==> src/design/sbc_sqrt.sv <==
// pipelined integer square root, one root bit per stage, with a side payload
`default_nettype none
module sbc_sqrt #(
   parameter int RB = 31,
   parameter int PW = 8
) (
   input  logic          clock,
   input  logic          reset,
   input  logic          adv,
   input  logic          in_valid,
   input  logic [2*RB-1:0] in_d,
   input  logic [PW-1:0] in_pay,
   output logic          out_valid,
   output logic [RB-1:0] out_root,
   output logic [PW-1:0] out_pay
);
   localparam int DW = 2 * RB;

   logic [DW-1:0] rem_ff  [0:RB-1];
   logic [RB-1:0] root_ff [0:RB-1];
   logic [PW-1:0] pay_ff  [0:RB-1];
   logic [RB-1:0] valid_ff;

   for (genvar i = 0; i < RB; i++) begin : g_stage
      localparam int K = RB - 1 - i;
      logic [DW-1:0] rem_prev, trial, rem_in;
      logic [RB-1:0] root_prev, root_in;
      logic [PW-1:0] pay_prev;
      logic          valid_prev, take;

      if (i == 0) begin : g_first
         assign rem_prev   = in_d;
         assign root_prev  = '0;
         assign pay_prev   = in_pay;
         assign valid_prev = in_valid;
      end else begin : g_next
         assign rem_prev   = rem_ff[i-1];
         assign root_prev  = root_ff[i-1];
         assign pay_prev   = pay_ff[i-1];
         assign valid_prev = valid_ff[i-1];
      end

      always_comb begin
         trial   = (DW'(root_prev) << (K + 1)) + (DW'(1) << (2 * K));
         take    = rem_prev >= trial;
         rem_in  = take ? rem_prev - trial : rem_prev;
         root_in = take ? (root_prev | (RB'(1) << K)) : root_prev;
      end

      always_ff @(posedge clock) begin
         if (reset) begin
            valid_ff[i] <= 1'b0;
         end else if (adv) begin
            valid_ff[i] <= valid_prev;
         end
      end

      always_ff @(posedge clock) begin
         if (adv) begin
            rem_ff[i]  <= rem_in;
            root_ff[i] <= root_in;
            pay_ff[i]  <= pay_prev;
         end
      end
   end

   assign out_valid = valid_ff[RB-1];
   assign out_root  = root_ff[RB-1];
   assign out_pay   = pay_ff[RB-1];
endmodule
`default_nettype wire

==> config.mk <==
export PLATFORM = sky130hd
export DESIGN_NAME = sbc_sqrt
export DESIGN_NICKNAME = d
export VERILOG_FILES = /design/src/design/sbc_sqrt.sv
export SDC_FILE = /design/constraint.sdc
export NUM_CORES = 2
export LEC_CHECK = 0
export BUFFER_PORTS_ARGS = -buffer_cell sky130_fd_sc_hd__buf_2
export CAP_MARGIN = 20
export CORE_MARGIN = 8
export CORE_UTILIZATION = 25
export DETAILED_ROUTE_END_ITERATION = 10
export GPL_TIMING_DRIVEN = 1
export PLACE_DENSITY = 0.42
export SKIP_LAST_GASP = 1
export SYNTH_ARGS = -nofsm -noshare
export SYNTH_HDL_FRONTEND = slang
export SYNTH_SLANG_ARGS = --single-unit
==> constraint.sdc <==
create_clock -name clock -period 4.1 [get_ports clock]
set_clock_uncertainty 0.15 [all_clocks]
set_input_delay 0.41 -clock clock [delete_from_list [all_inputs] [get_ports clock]]
set_output_delay 0.41 -clock clock [all_outputs]
set_load 0.02 [all_outputs]
Word level (Yosys, flattened, before mapping)

Memories as Yosys holds them, arrays and structs flattened.
Cells that the tools add are included.

Register bits after elaboration: 31
Bits in writable memories: 3131
Bits of input ports: 74
Output and inout bits: 40
Logic and storage cells: 190
Memories: 3

$add $sub $neg: 61
Order comparisons: 31
Multiplexer cells: 64

Memory list:

| name    | words | width | read ports | clocked after memory_dff | wr ports | RTL line | source |
|---|---|---|---|---|---|---|---|
| rem_ff  | 31    | 62    | 30         | 0                        | 31       | 19       | `logic [DW-1:0] rem_ff [0:RB-1];` |
| root_ff | 31    | 31    | 31         | 0                        | 31       | 20       | `logic [RB-1:0] root_ff [0:RB-1];` |
| pay_ff  | 31    | 8     | 31         | 0                        | 31       | 21       | `logic [PW-1:0] pay_ff [0:RB-1];` |

Operators by type and width:

| kind                     | number |
|---|---|
| $mux W62                 | 31 |
| $add A61 B59 Y62 const B | 1 |
| $ge A62 B33 Y1           | 1 |
| $ge A62 B34 Y1           | 1 |
| $ge A62 B35 Y1           | 1 |
| $ge A62 B36 Y1           | 1 |
| $ge A62 B37 Y1           | 1 |
| $ge A62 B38 Y1           | 1 |
| $ge A62 B39 Y1           | 1 |
| $ge A62 B40 Y1           | 1 |
| $ge A62 B41 Y1           | 1 |
| $ge A62 B42 Y1           | 1 |
| $ge A62 B43 Y1           | 1 |
| $ge A62 B44 Y1           | 1 |
| $ge A62 B45 Y1           | 1 |
| $ge A62 B46 Y1           | 1 |
| $ge A62 B47 Y1           | 1 |
| $ge A62 B48 Y1           | 1 |
| $ge A62 B49 Y1           | 1 |
| $ge A62 B50 Y1           | 1 |
| $ge A62 B51 Y1           | 1 |
| $ge A62 B52 Y1           | 1 |
| $ge A62 B53 Y1           | 1 |
| $ge A62 B54 Y1           | 1 |
| other kinds (100)        | 102 |

Depth between registers and ports, before layout

An unclocked memory read counts as a cell.

Word-level depth: 4
Gate-level depth with buffers: 14
Gate-level depth less buffers: 13

Worst setup path after synthesis

Ideal clock, no wire load.

Kind: register to register
Start point: mem rem_ff[1][765] in the netlist's numbering
End point: mem rem_ff[1][850] in the netlist's numbering, data pin
Setup time: 0.267 ns
Arrival: 3.170 ns
Data required time: 3.683 ns
Path slack: 0.513 ns
Cell stages (with the launch flop): 13
Buffers on the path: 1
Clock period less this slack: 3.587 ns
Cell sequence: edfxtp_1 -> ha_1 -> a21oi_1 -> nand2_1 -> a2111oi_0 -> nand3_1 -> a41o_1 -> a211o_1 -> a21o_1 -> or4b_1 -> buf_2 -> o31ai_1 -> o21ai_0

RTL lines:

| item            | RTL line |
|---|---|
| start, declared | 19 |

==> run_results.csv <==
group,metric,value,unit
yosys,synth_area_leaders,"edfxtp_1 65%, ha_1 5.4%, xnor2_1 3.3%, xor2_1 2.6%, a21oi_1 2.4%",
status,status,"finished, final reports clean",
timing,clock.fmax,248,MHz
clock_network,clk_latency,0.95,ns
final_layout,register_area,0.0788,sq mm
die,initial_core_util,0.251,
critical_path,arrival,4.54,ns
clock_network,htreeDepth,5,
critical_path,critPathCaptureType,"flop",
detailed_routing,viasPerCell,4.49,
critical_path,reg2reg_depth,11,
final_layout,multi_input_area,0.0393,sq mm
detailed_routing,ant_nets,0,
global_route,first_global_vias,80034,
critical_path,worstPathMaxFanout,11,
pwr,p_per_area,554,mW/mm^2
final_layout,fillers,48008,
yosys,syn_area,0.121,sq mm
timing,maxSlewViolCount,0,
placed_design,dp_cells,15997,
critical_path,r2r_end,"rem_ff[1][800]",
detailed_routing,via_count,75172,
yosys,synth_seq_cells,2635,
detailed_routing,wl_per_cell,18.8,um
timing,max-slew-margin-rel,0.315,
clock_network,path_clk_slew,0.06,ns
pwr,finalPower,80000,uW
global_route,grt_max_degree,160,
worst_hold_path,hold_class,"in2reg",
clock_network,cts_tree,"done",
worst_hold_path,hold_path_depth,2,
placed_design,routabilityCongestion,0.903,
yosys,yosysSeqAreaShare,0.652,
global_route,gr-total-overflow,0,
timing,min_period,4.04,ns
final_layout,nNetsFinal,10640,
critical_path,cp.required,4.60,ns
critical_path,cp_num_cells,11,
critical_path,start_kind,"flop",
die,die-area,0.506,sq mm
die,io_pins,114,
pwr,peakVddDrop,343,uV
timing,final-setup-viol-count,0,
clock_network,cts_sinks,2635,
yosys,synth_cells,9208,
die,rows,255,
yosys,ys_types,94,
yosys,postSynthAreaPerCell,13.1,sq um
die,core_region_area,0.482,sq mm
timing,fin_crit_sh,0.985,
clock_network,clock-root-buffer,"clkbuf_16",
worst_hold_path,hold_start,"in_d[13]",
yosys,ys_warn_count,0,
pwr,leakage,0.0536,uW
timing,worstMarginPinSlew,1.02,ns
clock_network,clockBufferDepth,4,
critical_path,path_class,"reg2reg",
detailed_routing,drtIter0Drc,4143,
critical_path,cp_top_family,"simple AND/OR/NAND/NOR gates",
placed_design,dpl_cell_area,0.132,sq mm
final_layout,area_delta_synth_final,19.6,%
global_route,antenna_found_initial,11,
yosys,synth_flop_cell,"edfxtp_1",
global_route,grt.total_usage,0.119,
critical_path,r2r_start,"rem_ff[1][723]",
yosys,synth_top_cell_by_area,"edfxtp_1",
critical_path,crit_slowest_cell,"or4_4",
detailed_routing,remaining_drc_errors,0,
final_layout,drive_above_1_share,0.118,
detailed_routing,dr.pass1.iters,5,
timing,rsz0062_at_grt,"false",
timing,hold_viol_final,0,
yosys,syn_nets,9807,
critical_path,crit_path_max_incr_delay,0.61,ns
final_layout,fin_cells,16753,
global_route,grt_pass1_wl,476000,um
clock_network,numCtsBuffers,319,
critical_path,cp_cell_sequence,"or4_4 -> nor3_4 -> buf_4 -> nand4_1 -> or4_4 -> o21ai_1 -> or3b_4 -> buf_4 -> and4_2 -> nand4_1 -> xnor2_1",
die,fp.dieW,711,um
yosys,synth_edf_count,2604,
die,die_height,711,um
job,cap_violations,0,
critical_path,r2r_slack,0.06,ns
timing,setup_tns,0,ns
detailed_routing,drt-total-wl,314000,um
critical_path,cp_num_buf_inv,2,
final_layout,finalInstanceArea,0.145,sq mm
placed_design,dp_hpwl,238000,um
yosys,synth_top_area_frac,0.647,
worst_hold_path,hold_end,"rem_ff[0][13]",
yosys,async_flop_share,0,
placed_design,io_buffers,113,
==> registers in the layout, summed over array words and instances (netlist names) <==
register,cells
pay_ff,248
g_stage.valid_prev,30
root_ff,496
rem_ff,1860
out_valid,1
==> synth_stat cells (124+ instances only) <==
cell type and n:
a21o_1 235, a21oi_1 585, clkbuf_1 124, edfxtp_1 2604
ha_1 525, inv_1 636, nand2_1 526, nand3_1 169
nand4_1 137, nor2_1 662, nor3_1 234, nor4_1 301
o21ai_0 368, xnor2_1 459, xor2_1 362
==> per-stage QoR <==
step           utilization  hold slack (ns)  setup WS (ns)
3_5_place_dp         0.275            0.255         -0.615
4_1_cts              0.299          0.00137         0.0110
3_3_place_gp         0.275            0.250          -1.26
2_1_floorplan            -            0.250          0.513
5_1_grt              0.300           0.0679        0.00293
6_report             0.300            0.149         0.0607
==> repair_timing <==
item / 4_1_cts / 5_1_grt
pin swaps: 3 / 4
hold buffers: 141 / 0
setup endpoints to repair: 92 / 74
endpoints found under the hold margin: 292 / 0
resized for setup: 13 / 23
buffers inserted: 3 / 4
cloned: 0 / 0
==> placed cells by master (no fill, tap or decap), drive strengths merged, types with 47 or more instances in the layout <==
master          n
xnor2         459
inv           652
o21a          111
nor2          663
a21o          235
nand2b        102
ha            525
nor4          302
or3            97
or4            57
a21oi         585
o21ai         375
buf           532
nor4b          47
clkbuf        368
dlygate4sd3   141
clkinv        139
nor2b          72
mux2           97
nor3          241
nand2         526
nand4         138
edfxtp       2604
xor2          362
nand3         169
==> routing by layer <==
metal,GRT usage,wire length (um),up-vias
met5,0,13,-
met4,0.0633,18700,2
met3,0.0189,11000,718
met2,0.243,175000,1475
met1,0.113,110000,36735
li1,-,-,36242
==> logic make-up after synthesis <==
family / Yosys count / synth area share
buf+inv: 799 / 0.0252
simple gates: 2648 / 0.113
compound gates: 1643 / 0.0838
fa+ha+maj: 525 / 0.0543
xor+xnor: 821 / 0.0595
mux: 137 / 0.0123
flops: 2635 / 0.652
==> power breakdown <==
| part | switching [uW] | total, uW | internal [uW] |
|---|---|---|---|
| combinational | 9040 | 15800 | 6760 |
| sequential | 2410 | 36200 | 33800 |
| clock | 11600 | 28000 | 16400 |
| total | 23000 | 80000 | 57000 |
==> area by class of cell <==
type                       count  area share
sequential                  2635       0.545
multi-input combinational   5774       0.272
clock buffer                 368      0.0570
tap                         6425      0.0556
timing repair buffer         673      0.0384
inverter                     638      0.0166
clock inverter               195      0.0147
antenna                       45    0.000779
==> worst max-delay path by stage <==
stage                                from             end  slack, ns
after global placement     rem_ff[1][722]  rem_ff[1][800]      -1.26
after detailed placement  root_ff[1][201]  rem_ff[1][495]      -0.62
after CTS                  rem_ff[0][966]   rem_ff[1][58]       0.01
after floorplan            rem_ff[1][765]  rem_ff[1][850]       0.51
final                      rem_ff[1][723]  rem_ff[1][800]       0.06
after global routing       rem_ff[1][635]  rem_ff[1][740]      0.003
Power figures use the tool's default switching activity.
